$ cat config.mk
export PLATFORM = sky130hd
export DESIGN_NAME = tfsg_cell
export DESIGN_NICKNAME = d
export VERILOG_FILES = /design/src/design/tfsg_pkg.sv /design/src/design/tfsg_cell.sv
export SDC_FILE = /design/constraint.sdc
export NUM_CORES = 1
export LEC_CHECK = 0
export ABC_AREA = 1
export BUFFER_PORTS_ARGS = -buffer_cell sky130_fd_sc_hd__buf_4
export CAP_MARGIN = 5
export CELL_PAD_IN_SITES_DETAIL_PLACEMENT = 2
export CELL_PAD_IN_SITES_GLOBAL_PLACEMENT = 2
export CORE_MARGIN = 5
export CORE_UTILIZATION = 33
export DETAILED_ROUTE_END_ITERATION = 6
export PLACE_DENSITY = 0.8
export SLEW_MARGIN = 15
export SYNTH_ARGS = -nofsm -noshare
export SYNTH_HDL_FRONTEND = slang
export SYNTH_SLANG_ARGS = --single-unit
$ cat constraint.sdc
create_clock -name clk -period 17 [get_ports clk]
set_input_delay 0 -clock clk [delete_from_list [all_inputs] [get_ports clk]]
set_output_delay 0 -clock clk [all_outputs]
set_load 0.01 [all_outputs]
$ cat src/design/tfsg_pkg.sv
// Shared types, constants and helpers of the TCP flow sequence gap detector.
// Depends on nothing; every other file imports it.
package tfsg_pkg;

  localparam int FLOW_ENTRIES_DEF = 64;
  localparam int KEY_W            = 96;
  localparam int SEQ_W            = 32;

  localparam logic [SEQ_W-1:0] GAP_LIMIT_RST = 32'd16777216;

  // One TCP/IPv4 segment header.
  typedef struct packed {
    logic        is_tcp_ipv4;
    logic [31:0] src_ip;
    logic [31:0] dst_ip;
    logic [15:0] src_tcp_port;
    logic [15:0] dst_tcp_port;
    logic [31:0] seq_num;
    logic [15:0] payload_len;
    logic        syn_bit;
    logic        fin_bit;
  } seg_t;

  // One result item.
  typedef struct packed {
    logic        gap_found;
    logic [31:0] gap_size;
    logic        new_flow;
    logic        table_full;
    logic        ignored;
  } res_t;

  // What travels from cell to cell with each segment.
  typedef struct packed {
    logic             valid;
    logic             tcp;
    logic [KEY_W-1:0] key;
    logic [SEQ_W-1:0] seq;
    logic [SEQ_W-1:0] seq_end;
    logic             hit;      // matched a stored flow
    logic             created;  // claimed a free entry
    logic             ahead;    // start at or ahead of the stored highest end
    logic [SEQ_W-1:0] gap;      // start minus stored highest end
  } beat_t;

  // Wrap-aware order: a is at or ahead of b when a - b lies in the lower half.
  function automatic logic seq_at_or_ahead(input logic [SEQ_W-1:0] a,
                                           input logic [SEQ_W-1:0] b);
    logic [SEQ_W-1:0] diff;
    diff = a - b;
    return ~diff[SEQ_W-1];
  endfunction

endpackage

$ cat src/design/tfsg_cell.sv
// One flow table cell: holds one entry and one pipeline stage of the segment chain.
// Depends on tfsg_pkg.
module tfsg_cell import tfsg_pkg::*; (
  input  logic  clk,
  input  logic  rst,
  input  logic  adv,
  input  beat_t beat_in,
  output beat_t beat_out
);

  logic             entry_valid;
  logic [KEY_W-1:0] entry_key;
  logic [SEQ_W-1:0] highest_end;
  beat_t            beat_q;

  logic             act;
  logic             match;
  logic             claim;
  logic [SEQ_W-1:0] diff;
  logic             start_ahead;
  logic             end_ahead;
  beat_t            beat_next;

  // Entries fill from the low end and are never freed, so the first empty
  // cell that an unmatched segment reaches is the lowest free entry.
  assign act         = beat_in.valid && beat_in.tcp && !beat_in.hit && !beat_in.created;
  assign match       = act && entry_valid && (entry_key == beat_in.key);
  assign claim       = act && !entry_valid;
  assign diff        = beat_in.seq - highest_end;
  assign start_ahead = ~diff[SEQ_W-1];
  assign end_ahead   = seq_at_or_ahead(beat_in.seq_end, highest_end);

  always_comb begin
    beat_next = beat_in;
    if (match) begin
      beat_next.hit   = 1'b1;
      beat_next.ahead = start_ahead;
      beat_next.gap   = diff;
    end
    if (claim) begin
      beat_next.created = 1'b1;
    end
  end

  always_ff @(posedge clk) begin
    if (rst) begin
      entry_valid  <= 1'b0;
      beat_q.valid <= 1'b0;
    end else if (adv) begin
      beat_q <= beat_next;
      if (claim) begin
        entry_valid <= 1'b1;
        entry_key   <= beat_in.key;
        highest_end <= beat_in.seq_end;
      end else if (match && (start_ahead || end_ahead)) begin
        highest_end <= beat_in.seq_end;
      end
    end
  end

  assign beat_out = beat_q;

endmodule

==> impl_metrics.ini <==
[status]
status = finished, final reports clean

[setup_path]
path_cells = dlygate4sd3_1 -> buf_4 -> nor2_4 -> buf_4 -> inv_1 -> nor2_4 -> buf_4
cp-end-kind = register
r2r_slack_ns = 13.71
r2r_cells = 14
critPathKind = in -> reg
timing.rr.end = highest_end[3]
critPathRequiredTime_ns = 17.18
crit_path_start_kind = input pin
cp_slowest_cell = nor2_4
r2r-start = highest_end[14]
crit_arrival_ns = 3.60
cp_max_fo = 62
critPathMaxStageDelay_ns = 0.87
crit_top_cell = buf_4

[cells_and_area]
mostFrequentLayoutCells = nand2_1 (475), buf_4 (401), edfxtp_1 (324)
stdcell_count = 2893
final_nets = 2508
final_common_cell = nand2_1
layout-drive-gt1-share = 0.213
area_delta_synth_final_pct = 44.0
post-route-cell-area_mm2 = 0.0230

[die]
die_h_um = 230
rows = 80
die_x_um = 230
initial_core_util = 0.334
io_pins = 397
die_area_mm2 = 0.0529
core_area_mm2 = 0.0478

[clock_tree]
cts_tree = built
cts_root_buf = clkbuf_16
cts_resized = 0
insertion_delay_ns = 0.58
cts_sinks = 326
cts_made_buffers = 39
post_cts_buffers = 0
cts.clk_slew.worst_paths_ns = 0.07
h-tree-depth = 2
ctsLongestPathBuffers = 3

[power_and_ir_drop]
power.density_mw_per_mm2 = 91.5
p_total_uw = 2110
vdd_drop_max_mv = 0.0562
power_leakage_uw = 0.0103

[synthesis]
syn_avg_cell_area_um2 = 9.93
syn_area_mm2 = 0.0160
synth_cell_types = 39
syn_nets = 1872
ys_seq_area_frac = 0.611
ys_seq_elements = 326
synth_cells = 1610
yosysWarnings = 0

[timing]
skew_ns = 0.0320
setup_violations = 0
finalCriticalPeriod_ns = 3.42
slew_violations = 0
timing.fmax_ghz = 0.292
fin_setup_tns_ns = 0
maxSlewHeadroom = 0.295
hold_viol = 0
fin_crit_sh = 0.201
tightest_slew_ns = 1.05
rsz0062_at_grt = false

[place]
dp.cells = 2621
port_buffers = 396
place_area_mm2 = 0.0197
finalWeightedCongestion = 0.860
dpl.hpwl_mm = 49.8

[drt]
drc = 0
vias_per_cell = 5.07
first_iter_violations = 868
vias = 14700
dr.pass1.iters = 6
drt_wl_total_mm = 75.2
ant_nets = 0
wire_per_inst_um = 26.0

[grt]
grt.met2_usage = 0.532
grt.met1_usage = 0.294
track_usage = 0.275
grt_overflow = 0
met3_usage = 0.0491
grt_first_pass_wirelength_mm = 110
antenna_found_initial = 3
grt_max_degree = 72
grt_pass1_vias = 17000
grt_busiest_layer = met2

[min_path]
hold_path_end = entry_valid
min_from = beat_in[196]
min_path_type = in -> reg
min_delay_path_depth = 4

[run]
drv_cap = 0
## cells by family (layout without fill, tap and decap cells)
logic type / Yosys count / count (layout) / share of synthesized area
buf+inv: 262 / 927 / 0.0636
simple gates: 803 / 803 / 0.212
compound gates: 113 / 113 / 0.0403
flops: 326 / 326 / 0.611
xor+xnor: 44 / 44 / 0.0241
other cells: 0 / 3 / 0
fa+ha+maj: 62 / 62 / 0.0490
## per-stage QoR
step                setup WS, ns  utilization  hold slack, ns
floorplan                   3.00            -          0.0691
global placement           13.65        0.413           0.188
finish                     13.58        0.481           0.149
CTS                        13.50        0.480           0.119
global route               13.37        0.481           0.148
detailed placement         13.50        0.413           0.196
## state kept, by name, indices dropped and copies added (netlist names)
name	cells
entry_valid	1
entry_key	96
beat_out	197
highest_end	32
## critical path: cells and delay by family
kind | cells | cell delay, ns
simple gates | 2 | 0.98
buf+inv | 5 | 2.49
## cell usage after synthesis
| master | instances | area (um^2) |
|---|---|---|
| edfxtp_1 | 324 | 9730 |
| a31oi_1 | 1 | 6.26 |
| nor3b_1 | 4 | 30.0 |
| or3_1 | 1 | 6.26 |
| inv_1 | 255 | 957 |
| ha_1 | 61 | 763 |
| o21ai_0 | 23 | 115 |
| nor3_1 | 44 | 220 |
| nor2_2 | 2 | 12.5 |
| nand3b_1 | 15 | 113 |
| o22ai_1 | 2 | 12.5 |
| o21bai_1 | 8 | 60.1 |
| buf_6 | 4 | 45.0 |
| o21a_1 | 3 | 22.5 |
| and2_1 | 1 | 6.26 |
| buf_4 | 1 | 7.51 |
| nand2_1 | 475 | 1780 |
| xnor2_1 | 29 | 254 |
| nor2_4 | 1 | 11.3 |
| nand2_2 | 5 | 31.3 |
| a21oi_1 | 52 | 260 |
| fa_1 | 1 | 20.0 |
| o21ai_1 | 10 | 50.1 |
| dfxtp_1 | 2 | 40.0 |
| xor2_1 | 15 | 131 |
| and3_1 | 1 | 6.26 |
| nor2_1 | 150 | 563 |
| nor4_1 | 2 | 12.5 |
| nor2b_1 | 1 | 6.26 |
| a31o_2 | 1 | 8.76 |
| or2_2 | 3 | 18.8 |
| nand3_1 | 49 | 245 |
| nor3_2 | 2 | 20.0 |
| nand3_2 | 1 | 10.0 |
| inv_2 | 2 | 7.51 |
| a21o_1 | 4 | 30.0 |
| o21ai_2 | 9 | 78.8 |
| nand4_1 | 45 | 282 |
| and3b_1 | 1 | 8.76 |
## area by class of cell
class	count	area, um^2
fill	4974	24800
timing repair buffer	600	5020
tap	615	769
multi-input combinational	1022	5230
sequential	326	9770
antenna	3	7.51
clock inverter	22	251
inverter	257	965
clock buffer	48	1010
## timing repair
item                       in CTS  in global routing
setup endpoints to repair       0                  0
hold endpoints to repair      326                  0
hold buffers                  198                  0
## metal layers
layer	share of wire	wire [um]
met4	0.044	3310
met2	0.54	40900
met1	0.36	27000
met5	0.000093	7
met3	0.054	4040
## worst max-delay path by stage
stage                   from        endpoint  slack (ns)  depth (start not counted)
2_1_floorplan            adv    entry_key[0]        3.00                          4
3_3_place_gp             rst   entry_key[94]       13.65                          6
3_5_place_dp   entry_key[94]  highest_end[2]       13.50                          9
4_1_cts        entry_key[94]  highest_end[5]       13.50                          9
5_1_grt                  rst   entry_key[89]       13.37                          7
6_report                 rst   entry_key[90]       13.58                          7
## power by group
group	switching, uW	internal [uW]	total, uW
combinational	164	131	295
sequential	15.4	924	939
clock	384	489	873
total	564	1540	2110
(Power assumes the default switching activity.)
