## config.mk

```make
export PLATFORM = sky130hd
export DESIGN_NAME = tfsg_result_flat
export DESIGN_NICKNAME = d
export VERILOG_FILES = /design/src/design/tfsg_pkg.sv /design/src/design/tfsg_ifs.sv /design/src/design/tfsg_result.sv /design/src/flat_wrapper.sv
export SDC_FILE = /design/constraint.sdc
export NUM_CORES = 1
export LEC_CHECK = 0
export BUFFER_PORTS_ARGS = -buffer_cell sky130_fd_sc_hd__buf_2
export CORE_AREA = 2 2 103 105
export DETAILED_ROUTE_END_ITERATION = 16
export DIE_AREA = 0 0 105 107
export GPL_TIMING_DRIVEN = 0
export PLACE_DENSITY = 0.64
export SETUP_SLACK_MARGIN = 0.02
export SYNTH_ARGS = -nofsm -noshare
export SYNTH_HDL_FRONTEND = slang
export SYNTH_SLANG_ARGS = --single-unit
```

## constraint.sdc

```tcl
create_clock -name clk -period 3.2 [get_ports clk]
set_input_delay 0.48 -clock clk [delete_from_list [all_inputs] [get_ports clk]]
set_output_delay 0.48 -clock clk [all_outputs]
set_load 0.05 [all_outputs]
```

## src/design/tfsg_pkg.sv

```systemverilog
// Shared types, constants and helpers of the TCP flow sequence gap detector.
// Depends on nothing; every other file imports it.
package tfsg_pkg;

  localparam int FLOW_ENTRIES_DEF = 64;
  localparam int KEY_W            = 96;
  localparam int SEQ_W            = 32;

  localparam logic [SEQ_W-1:0] GAP_LIMIT_RST = 32'd16777216;

  // One TCP/IPv4 segment header.
  typedef struct packed {
    logic        is_tcp_ipv4;
    logic [31:0] src_ip;
    logic [31:0] dst_ip;
    logic [15:0] src_tcp_port;
    logic [15:0] dst_tcp_port;
    logic [31:0] seq_num;
    logic [15:0] payload_len;
    logic        syn_bit;
    logic        fin_bit;
  } seg_t;

  // One result item.
  typedef struct packed {
    logic        gap_found;
    logic [31:0] gap_size;
    logic        new_flow;
    logic        table_full;
    logic        ignored;
  } res_t;

  // What travels from cell to cell with each segment.
  typedef struct packed {
    logic             valid;
    logic             tcp;
    logic [KEY_W-1:0] key;
    logic [SEQ_W-1:0] seq;
    logic [SEQ_W-1:0] seq_end;
    logic             hit;      // matched a stored flow
    logic             created;  // claimed a free entry
    logic             ahead;    // start at or ahead of the stored highest end
    logic [SEQ_W-1:0] gap;      // start minus stored highest end
  } beat_t;

  // Wrap-aware order: a is at or ahead of b when a - b lies in the lower half.
  function automatic logic seq_at_or_ahead(input logic [SEQ_W-1:0] a,
                                           input logic [SEQ_W-1:0] b);
    logic [SEQ_W-1:0] diff;
    diff = a - b;
    return ~diff[SEQ_W-1];
  endfunction

endpackage

```

## src/design/tfsg_ifs.sv

```systemverilog


interface tfsg_res_if import tfsg_pkg::*; ();
  logic valid;
  logic ready;
  res_t data;

  modport source (output valid, output data, input ready);
  modport sink   (input valid, input data, output ready);
endinterface

```

## src/design/tfsg_result.sv

```systemverilog
// Output stage: turns the beat leaving the cell chain into a result and holds it.
// Depends on tfsg_pkg and tfsg_res_if.
module tfsg_result import tfsg_pkg::*; (
  input  logic             clk,
  input  logic             rst,
  input  beat_t            last,
  input  logic [SEQ_W-1:0] gap_limit,
  output logic             adv,
  tfsg_res_if.source       res
);

  res_t res_next;
  logic gap_ok;

  assign adv    = !res.valid || res.ready;
  assign gap_ok = last.hit && last.ahead && (last.gap != '0) && (last.gap < gap_limit);

  always_comb begin
    res_next            = '0;
    res_next.ignored    = !last.tcp;
    res_next.new_flow   = last.tcp && last.created;
    res_next.table_full = last.tcp && !last.hit && !last.created;
    res_next.gap_found  = last.tcp && gap_ok;
    res_next.gap_size   = (last.tcp && gap_ok) ? last.gap : '0;
  end

  always_ff @(posedge clk) begin
    if (rst) begin
      res.valid <= 1'b0;
    end else if (adv) begin
      res.valid <= last.valid;
      res.data  <= res_next;
    end
  end

endmodule

```

## src/flat_wrapper.sv

```systemverilog
// flat-port wrapper written by rule: the top's interface ports become plain ports
module tfsg_result_flat import tfsg_pkg::*;
  (clk, rst, last, gap_limit, adv, res_valid, res_data, res_ready);
  tfsg_res_if res_i ();
  input  logic clk;
  input  logic rst;
  input  beat_t last;
  input  logic [SEQ_W-1:0] gap_limit;
  output logic adv;
  output wire logic [$bits(res_i.valid)-1:0] res_valid;
  output wire logic [$bits(res_i.data)-1:0] res_data;
  input wire logic [$bits(res_i.ready)-1:0] res_ready;
  assign res_valid = res_i.valid;
  assign res_data = res_i.data;
  assign res_i.ready = res_ready;
  tfsg_result u_core (.clk(clk), .rst(rst), .last(last), .gap_limit(gap_limit), .adv(adv), .res(res_i));
endmodule
```

==> results.py, run 1 <==
metrics = {
    "status": {
        "status": "complete, no violations",
    },
    "cts": {
        "cts_tree": "built",
        "cts.clk_slew.worst_paths_ns": 0.08,
        "clock-sinks": 37,
        "holdBufCountCts": 0,
        "post-cts-setup-buffers": 0,
        "htree_levels": 2,
        "clk-insertion-delay-late_ns": 0.29,
        "cts_root_buf": "clkbuf_8",
        "cts_resized": 0,
        "cts_made_buffers": 5,
        "ctsLongestPathBuffers": 2,
    },
    "floorplanning": {
        "initial_core_util_pct": 24.21,
        "die_area_um2": 11240,
        "num_rows": 37,
        "ios": 270,
        "coreArea_um2": 10090,
        "fp.dieH_um": 107,
        "die_w_um": 105,
    },
    "global_route": {
        "overflow": 0,
        "grt_pass1_vias": 2172,
        "antenna_found_initial": 1,
        "grt_pass1_wl_um": 11270,
        "grt_usage_pct": 13.20,
        "grt_max_degree": 28,
    },
    "critical_path": {
        "critPathLaunchType": "input pin",
        "cp-end-kind": "flip-flop",
        "path_class": "input pin to flip-flop",
        "r2r_end": "u_core.res.data[25]",
        "path_max_fanout": 10,
        "crit_required_ns": 3.23,
        "r2r_slack_ns": 1.89,
        "r2r_cells": 3,
        "r2r-start": "u_core.res.valid",
        "critPathArrivalTime_ns": 2.25,
    },
    "synth": {
        "syn_area_um2": 2444,
        "yosysWarnings": 0,
        "ys_types": 26,
        "synth_flop_cell": "edfxtp_1",
        "synthTopCellsByArea": "edfxtp_1 44%, ha_1 16%, nor3b_2 15%",
        "yosysTopAreaCellShare_pct": 44.24,
        "synth_top_area_cell": "edfxtp_1",
        "yosysSeqAreaShare_pct": 45.06,
        "async_flop_share_pct": 0,
        "synth.avg_cell_area_um2": 11.80,
        "synth_nets": 470,
        "synthCells": 207,
        "yosys_register_bits": 37,
        "synth_edf_count": 36,
    },
    "pwr": {
        "p_per_area_nw_per_um2": 397.6,
        "p_leak_nw": 1.505,
        "vdd_ir_drop_max_mv": 0.2079,
    },
    "timing": {
        "finalSetupViolations": 0,
        "fin_crit_sh_pct": 69.54,
        "holdWs_ns": 0.3886,
        "hold_viol": 0,
        "finClkSkew_ns": 0.004022,
        "worstMarginPinSlew_ns": 0.5398,
        "period_minus_slack_ns": 2.225,
        "slew_headroom_pct": 63.68,
        "fmax_ghz": 0.4494,
        "slew_violations": 0,
        "grt_setup_unrepaired": "no",
        "tns_ns": 0,
    },
    "drt": {
        "dr.pass1.iters": 4,
        "ant_nets": 0,
        "wirelength_um": 7242,
        "dr.first_iter.drc_count": 73,
        "drc_errors": 0,
        "avgViaCountPerCell": 4.390,
        "wire_per_inst_um": 15.71,
        "vias": 2024,
    },
    "place": {
        "place_area_um2": 3187,
        "place_congestion": 0.8428,
        "port_buffers": 109,
        "place_hpwl_um": 5963,
    },
    "layout": {
        "final_common_cell": "buf_2",
        "fin_area_um2": 3307,
        "diodes": 0,
        "postLayoutCoreUtil_pct": 32.77,
        "syn_to_final_growth_pct": 35.33,
        "drive_gt1_share_pct": 48.00,
        "fin_nets": 587,
        "final_cell_mix": "112 x buf_2, 36 x edfxtp_1, 35 x inv_1",
    },
    "flow_run": {
        "max_cap_viol_count": 0,
    },
    "min_path": {
        "hp-class": "input pin to flip-flop",
        "hold_depth": 2,
        "hp-start": "rst",
        "worst_hold_path.endpoint": "u_core.res.valid",
    },
}
cells in the mapped netlist (2+ instances only):
master and count:
nor3b_2 29, nand4_1 9, edfxtp_1 36, nor2_1 5, nor3_1 5, nand2_1 5, nor2b_1 2, buf_2 3
a21oi_1 12, o21ai_0 8, nor3b_1 3, nor4_1 9, ha_1 31, a21o_1 2, buf_6 3, inv_1 35
cells by family after synthesis:
logic type      synth area share (%)
flops                          45.06
compound gates                 6.912
simple gates                   24.78
fa+ha+maj                      15.87
buf+inv                        7.373
worst max-delay path by stage:
| stage | start | end | depth (start not counted) |
|---|---|---|---|
| 3_3_place_gp | res_ready | u_core.res.data[0] | 3 |
| 5_1_grt | last[13] | u_core.res.data[21] | 8 |
| 4_1_cts | last[31] | u_core.res.data[16] | 7 |
| 6_report | last[15] | u_core.res.data[21] | 8 |
| 3_5_place_dp | last[30] | u_core.res.data[21] | 7 |
| 2_1_floorplan | u_core.res.valid | u_core.res.data[0] | 2 |
state kept, by name (all words and copies together), names as in the netlist:
signal / flops
u_core.res.data: 36
u_core.res.valid: 1
metal layers:
layer  part of all wire, %  wire length, µm  GRT usage (%)
met3                   5.0              363          2.675
met2                    47             3391          22.17
met5                  0.21               15              0
met4                  0.87               63          3.333
met1                    47             3409          17.38
power breakdown:
group | internal (W) | leakage (nW) | switching [W]
Clock | 0.000254 | 0.0574 | 0.000173
Sequential | 0.000561 | 0.366 | 0.00000840
Combinational | 0.000105 | 1.08 | 0.000213
Total | 0.000920 | 1.50 | 0.000394
stage by stage:
step	setup slack (ns)	instances	total power [W]
after global placement	-0.08339	452	0.0008895
after floorplan	0.5574	207	0.0007810
after global routing	0.8721	461	0.001374
final	0.9749	461	0.001315
after detailed placement	0.6580	453	0.0009003
after CTS	0.9586	461	0.001333
layout make-up:
cell class	instances	area [µm²]
repair buffers	110	565.5
multi-input cells	129	1170
clock inverters	2	37.54
inverters	35	131.4
flip-flops and latches	37	1101
plain buffers	6	48.80
well taps	136	170.2
fillers	1088	6785
clock buffers	6	82.58
critical path: stages:
cell      delay [ns]
buf_2           0.12
ha_1            0.31
nand4_1         0.16
or3_1           0.43
a221oi_2        0.23
o41a_4          0.25
buf_6           0.19
nor3b_2         0.07
(Power assumes the default switching activity.)
==> run 2: changes to the inputs <==
==> constraint.sdc (replaced) <==
create_clock -name clk -period 2.2 [get_ports clk]
set_input_delay 0.33 -clock clk [delete_from_list [all_inputs] [get_ports clk]]
set_output_delay 0.33 -clock clk [all_outputs]
set_load 0.05 [all_outputs]
==> run 2 against run 1 <==
Wire length up 1.1%. First-iteration DRC count up 58%. Combinational power up 46%. Final cell count unchanged. Die area unchanged. Via count up 1.1%. Setup slack worse by 0.85 ns. Critical path depth unchanged. Core utilization down 0.35 points. Sequential share of layout area up 0.36 points. Sequential power up 45%. Largest cell class unchanged. Highest routed layer unchanged.
==> results.py, run 2 (synthesis gave the netlist of run 1 again) <==
metrics = {
    "drt": {
        "dr.pass1.iters": 4,
        "drc_errors": 0,
        "ant_nets": 0,
        "wirelength_um": 7320,
        "wire_per_inst_um": 15.88,
        "dr.first_iter.drc_count": 115,
        "vias": 2047,
        "avgViaCountPerCell": 4.440,
    },
    "place": {
        "place_hpwl_um": 5992,
        "place_area_um2": 3187,
        "pre_cts_ws_ns": -0.2147,
        "placedCellCount": 453,
        "port_buffers": 109,
        "place_congestion": 0.8576,
    },
    "timing": {
        "fin_crit_sh_pct": 94.52,
        "worstMarginPinSlew_ns": 0.4570,
        "period_minus_slack_ns": 2.079,
        "grt_setup_unrepaired": "no",
        "fmax_ghz": 0.4809,
        "finalSetupViolations": 0,
        "slew_headroom_pct": 69.26,
        "hold_viol": 0,
        "setup_ws_ns": 0.1206,
        "finClkSkew_ns": 0.005168,
        "slew_violations": 0,
    },
    "critical_path": {
        "r2r-start": "u_core.res.valid",
        "r2r_cells": 3,
        "cp-end-kind": "flip-flop",
        "crit_required_ns": 2.24,
        "r2r_end": "u_core.res.data[24]",
        "r2r_slack_ns": 0.91,
        "critPathArrivalTime_ns": 2.12,
        "path_class": "input pin to flip-flop",
        "critPathLaunchType": "input pin",
        "path_max_fanout": 10,
    },
    "cts": {
        "htree_levels": 2,
        "ctsLongestPathBuffers": 2,
        "cts.clk_slew.worst_paths_ns": 0.07,
        "holdBufCountCts": 0,
        "cts_made_buffers": 5,
        "clock-sinks": 37,
        "cts_root_buf": "clkbuf_8",
        "clk-insertion-delay-late_ns": 0.29,
        "cts_tree": "built",
    },
    "layout": {
        "stdcell_count": 461,
        "reg.largest.list": "u_core.res.data: 36 flops, u_core.res.valid: 1 flops",
        "drive_gt1_share_pct": 47.69,
        "fin_nets": 587,
        "multi_input_area_um2": 1170,
        "fin_area_um2": 3272,
        "final_cell_mix": "111 x buf_2, 36 x edfxtp_1, 35 x inv_1",
        "diodes": 0,
        "fill_cells": 1071,
        "final_common_cell": "buf_2",
        "largest_reg_flops": 36,
        "top_register": "u_core.res.data",
        "syn_to_final_growth_pct": 33.90,
        "register_area_um2": 1101,
    },
    "pwr": {
        "p_per_area_nw_per_um2": 540.4,
        "vdd_ir_drop_max_mv": 0.2791,
        "p_leak_nw": 1.494,
    },
    "global_route": {
        "antenna_found_initial": 1,
        "overflow": 0,
        "grt_usage_pct": 12.80,
        "grt_pass1_wl_um": 10900,
        "grt_pass1_vias": 2091,
        "grt_max_degree": 30,
    },
    "min_path": {
        "hp-start": "rst",
        "hp-class": "input pin to flip-flop",
        "worst_hold_path.endpoint": "u_core.res.valid",
        "hold_depth": 2,
    },
    "floorplanning": {
        "die_w_um": 105,
        "num_rows": 37,
        "initial_core_util_pct": 24.21,
        "ios": 270,
        "die_area_um2": 11240,
        "coreArea_um2": 10090,
        "fp.dieH_um": 107,
    },
    "status": {
        "status": "complete, no violations",
    },
    "flow_run": {
        "max_cap_viol_count": 0,
    },
}
==> run 2: worst max path at each step <==
| stage | startpoint | slack [ns] | end |
|---|---|---|---|
| after global routing | last[13] | 0.03 | u_core.res.data[18] |
| after CTS | last[15] | 0.08 | u_core.res.data[18] |
| after global placement | last[13] | -0.23 | u_core.res.data[18] |
| final | last[13] | 0.12 | u_core.res.data[18] |
| after floorplan | u_core.res.valid | 0.16 | u_core.res.data[0] |
| after detailed placement | last[15] | -0.21 | u_core.res.data[18] |
==> run 2: repair_timing <==
action / in CTS / in global routing
setup buffers: 0 / 0
resized for setup: 0 / 1
setup endpoints to repair: 0 / 1
==> run 2: where the power goes <==
group / switching [W] / total [W] / leakage [nW] / internal (W)
Combinational: 0.000311 / 0.000465 / 1.08 / 0.000154
Sequential: 0.0000122 / 0.000829 / 0.366 / 0.000817
Clock: 0.000254 / 0.000474 / 0.0450 / 0.000220
Total: 0.000578 / 0.00177 / 1.49 / 0.00119
==> run 2: cell type report <==
type / count / area share [%]
flip-flops and latches: 37 / 33.65
clock buffers: 6 / 2.218
repair buffers: 110 / 17.28
plain buffers: 6 / 1.568
multi-input cells: 129 / 35.76
inverters: 35 / 4.015
clock inverters: 2 / 0.3059
well taps: 136 / 5.201
==> run 2: worst max-delay path: stages <==
cell and delay, ns:
buf_2 0.12, ha_1 0.31, nand4_1 0.16, or3_1 0.44
a221oi_2 0.25, o41a_4 0.25, buf_6 0.19, nor3b_2 0.07
==> run 2: stage by stage <==
stage | hold WS (ns) | TNS (ns) | utilization, % | power (W)
floorplan | 0.4024 | 0 | - | 0.001136
global placement | 0.5142 | -8.200 | 31.33 | 0.001294
detailed placement | 0.5432 | -6.050 | 31.58 | 0.001311
CTS | 0.2341 | 0 | 32.40 | 0.001787
global route | 0.2322 | 0 | 32.42 | 0.001851
finish | 0.2393 | 0 | 32.42 | 0.001768
==> run 2: per-layer routing <==
metal / vias to the layer above / GRT usage [%] / part of all wire [%]
met4: 2 / 2.857 / 1.2
met1: 959 / 17.52 / 47
met5: - / 0 / 0.18
li1: 996 / - / -
met3: 11 / 2.979 / 6.2
met2: 79 / 20.59 / 46
==> run 3: changes to the inputs <==
--- a/config.mk
+++ b/config.mk
@@ -5,12 +5,13 @@
 export SDC_FILE = /design/constraint.sdc
 export NUM_CORES = 1
 export LEC_CHECK = 0
+export ABC_AREA = 1
 export BUFFER_PORTS_ARGS = -buffer_cell sky130_fd_sc_hd__buf_2
-export CORE_AREA = 2 2 103 105
+export CORE_AREA = 2 2 104 106
 export DETAILED_ROUTE_END_ITERATION = 16
-export DIE_AREA = 0 0 105 107
+export DIE_AREA = 0 0 106 108
 export GPL_TIMING_DRIVEN = 0
-export PLACE_DENSITY = 0.64
+export PLACE_DENSITY = 0.63
 export SETUP_SLACK_MARGIN = 0.02
 export SYNTH_ARGS = -nofsm -noshare
 export SYNTH_HDL_FRONTEND = slang
==> run 3 against run 2 <==
Sequential share of layout area grew 0.32 points. Total power grew 3.3%. Critical endpoint is now u_core.res.data[21]. Non-clock buffer count shrank 3. Flip-flop and latch count is the same. Clock skew grew 0.0011 ns. Critical path type unchanged. Core utilization shrank 0.75 points. Combinational power grew 4.9%. Register-to-register slack lost 0.15 ns. Sequential power is essentially flat. Via count grew 2.1%. Clock-buffer cell count shrank 1.
==> results.py, run 3 <==
metrics = {
    "critical_path": {
        "cp-end-kind": "flip-flop",
        "critPathArrivalTime_ns": 1.91,
        "r2r_end": "u_core.res.data[31]",
        "path_max_fanout": 10,
        "r2r_cells": 2,
        "critPathLaunchType": "input pin",
        "crit_required_ns": 2.25,
        "path_class": "input pin to flip-flop",
        "endpoint": "u_core.res.data[21]",
        "r2r_slack_ns": 0.76,
        "r2r-start": "u_core.res.valid",
        "critical_path.startpoint": "last[31]",
    },
    "layout": {
        "fin_area_um2": 3241,
        "syn_to_final_growth_pct": 35.46,
        "final_cell_mix": "109 x buf_2, 74 x inv_1, 36 x edfxtp_1",
        "final_common_cell": "buf_2",
        "multi_input_area_um2": 987.2,
        "fin_nets": 642,
        "drive_gt1_share_pct": 39.21,
        "top_register": "u_core.res.data",
        "diodes": 0,
        "largest_reg_flops": 36,
        "reg.largest.list": "u_core.res.data: 36 flops, u_core.res.valid: 1 flops",
        "register_area_um2": 1101,
        "fill_cells": 1063,
    },
    "cts": {
        "cts_made_buffers": 5,
        "htree_levels": 2,
        "cts_resized": 0,
        "ctsLongestPathBuffers": 2,
        "cts.clk_slew.worst_paths_ns": 0.08,
        "clock-sinks": 37,
        "post-cts-setup-buffers": 0,
        "cts_root_buf": "clkbuf_8",
        "holdBufCountCts": 0,
        "cts_tree": "built",
        "clk-insertion-delay-late_ns": 0.29,
    },
    "timing": {
        "finalSetupViolations": 0,
        "worstMarginPinSlew_ns": 0.6465,
        "period_minus_slack_ns": 1.858,
        "hold_viol": 0,
        "fin_crit_sh_pct": 84.47,
        "slew_violations": 0,
        "fmax_ghz": 0.5381,
        "finClkSkew_ns": 0.006311,
        "slew_headroom_pct": 56.80,
        "grt_setup_unrepaired": "no",
        "tns_ns": 0,
        "holdWs_ns": 0.2374,
    },
    "synth": {
        "synth_flop_cell": "edfxtp_1",
        "yosys_register_bits": 37,
        "ys_types": 21,
        "synthCells": 262,
        "yosysWarnings": 0,
        "yosysTopAreaCellShare_pct": 45.19,
        "synthTopCellsByArea": "edfxtp_1 45%, ha_1 16%, inv_1 12%",
        "synth_nets": 525,
        "synth.avg_cell_area_um2": 9.131,
        "async_flop_share_pct": 0,
        "synth_edf_count": 36,
        "synth_most_common_cell": "inv_1",
        "yosysSeqAreaShare_pct": 46.03,
        "synth_top_area_cell": "edfxtp_1",
        "syn_area_um2": 2392,
        "yosys-top-cells-count": "74 x inv_1, 36 x edfxtp_1, 33 x nand2_1, 31 x ha_1, 21 x nor2_1",
    },
    "drt": {
        "dr.pass1.iters": 4,
        "vias": 2090,
        "ant_nets": 0,
        "drc_errors": 0,
        "avgViaCountPerCell": 4.050,
        "dr.first_iter.drc_count": 40,
        "wire_per_inst_um": 13.16,
        "wirelength_um": 6788,
    },
    "pwr": {
        "p_per_area_nw_per_um2": 563.6,
        "power_w": 0.001826,
        "vdd_ir_drop_max_mv": 0.4150,
        "p_leak_nw": 1.747,
    },
    "floorplanning": {
        "coreArea_um2": 10230,
        "ios": 270,
        "initial_core_util_pct": 23.38,
        "die_area_um2": 11450,
        "fp.dieH_um": 108,
        "die_w_um": 106,
        "num_rows": 37,
    },
    "place": {
        "place_area_um2": 3147,
        "place_congestion": 0.7900,
        "place_hpwl_um": 5845,
        "port_buffers": 109,
    },
    "status": {
        "status": "complete, no violations",
    },
    "flow_run": {
        "max_cap_viol_count": 0,
    },
    "min_path": {
        "hp-class": "input pin to flip-flop",
    },
    "global_route": {
        "overflow": 0,
        "grt_pass1_wl_um": 10520,
        "grt_max_degree": 20,
        "antenna_found_initial": 0,
        "grt_pass1_vias": 2164,
        "grt_usage_pct": 12.21,
    },
}
[run 3: changes by cell type after synthesis, moves of 3 or more]
cell,previous run,this run
nor2_2,0,19
inv_1,35,74
buf_2,3,0
nor3b_1,3,0
a21oi_1,12,16
nor2_1,5,21
o21ai_0,8,4
nor3b_2,29,0
nand2_1,5,33
nor4_1,9,0
[run 3: layout make-up]
| type | count | share of cell area [%] |
|---|---|---|
| inverter | 75 | 8.687 |
| tap | 136 | 5.251 |
| clock buffer | 5 | 2.124 |
| clock inverter | 3 | 0.7722 |
| buffer | 3 | 1.042 |
| multi-input combinational | 147 | 30.46 |
| sequential | 37 | 33.98 |
| timing repair buffer | 110 | 17.68 |
[run 3: critical path, stage by stage]
cell,delay [ns]
buf_2,0.11
ha_1,0.31
nand4_1,0.18
nor3_2,0.29
and3_2,0.25
nand2_2,0.07
nand4_4,0.12
buf_6,0.20
nor2_2,0.05
[run 3: cells by family after synthesis]
family                     after synthesis  synth area share (%)
and+or+nand+nor                         94                 19.72
buffers and inverters                   78                 13.18
DFF                                     37                 46.03
adders and majority gates               31                 16.21
AOI/OAI and AO/OA                       22                 4.864
[run 3: through the flow]
step / std cells / util, % / setup slack [ns]
finish: 516 / 31.67 / 0.3416
global route: 516 / 31.67 / 0.2246
CTS: 516 / 31.67 / 0.3224
detailed placement: 508 / 30.76 / 0.02414
global placement: 507 / 30.41 / -0.1912
floorplan: 262 / - / 0.2062
[run 3: worst min path at each step]
| stage | depth (start not counted) | end | slack, ns | from |
|---|---|---|---|---|
| 6_report | 2 | u_core.res.valid | 0.24 | rst |
| 4_1_cts | 2 | u_core.res.valid | 0.23 | rst |
| 2_1_floorplan | 1 | u_core.res.valid | 0.40 | rst |
| 3_3_place_gp | 2 | u_core.res.valid | 0.50 | u_core.res.valid |
| 3_5_place_dp | 2 | u_core.res.valid | 0.53 | u_core.res.valid |
| 5_1_grt | 2 | u_core.res.valid | 0.25 | rst |
[run 3: power breakdown]
| part | total, W | leakage, nW | internal (W) | switching (W) |
|---|---|---|---|---|
| sequential | 0.000829 | 0.366 | 0.000817 | 0.0000120 |
| combinational | 0.000488 | 1.34 | 0.000153 | 0.000334 |
| clock | 0.000510 | 0.0452 | 0.000231 | 0.000279 |
| total | 0.00183 | 1.75 | 0.00120 | 0.000625 |
[run 3: layer usage]
| metal | part of all wire, % | GRT usage [%] | vias up |
|---|---|---|---|
| li1 | - | - | 1062 |
| met1 | 46 | 15.68 | 947 |
| met2 | 43 | 18.80 | 79 |
| met3 | 11 | 5.787 | 2 |
| met4 | 0.40 | 2.632 | 0 |
| met5 | 0 | 0 | - |
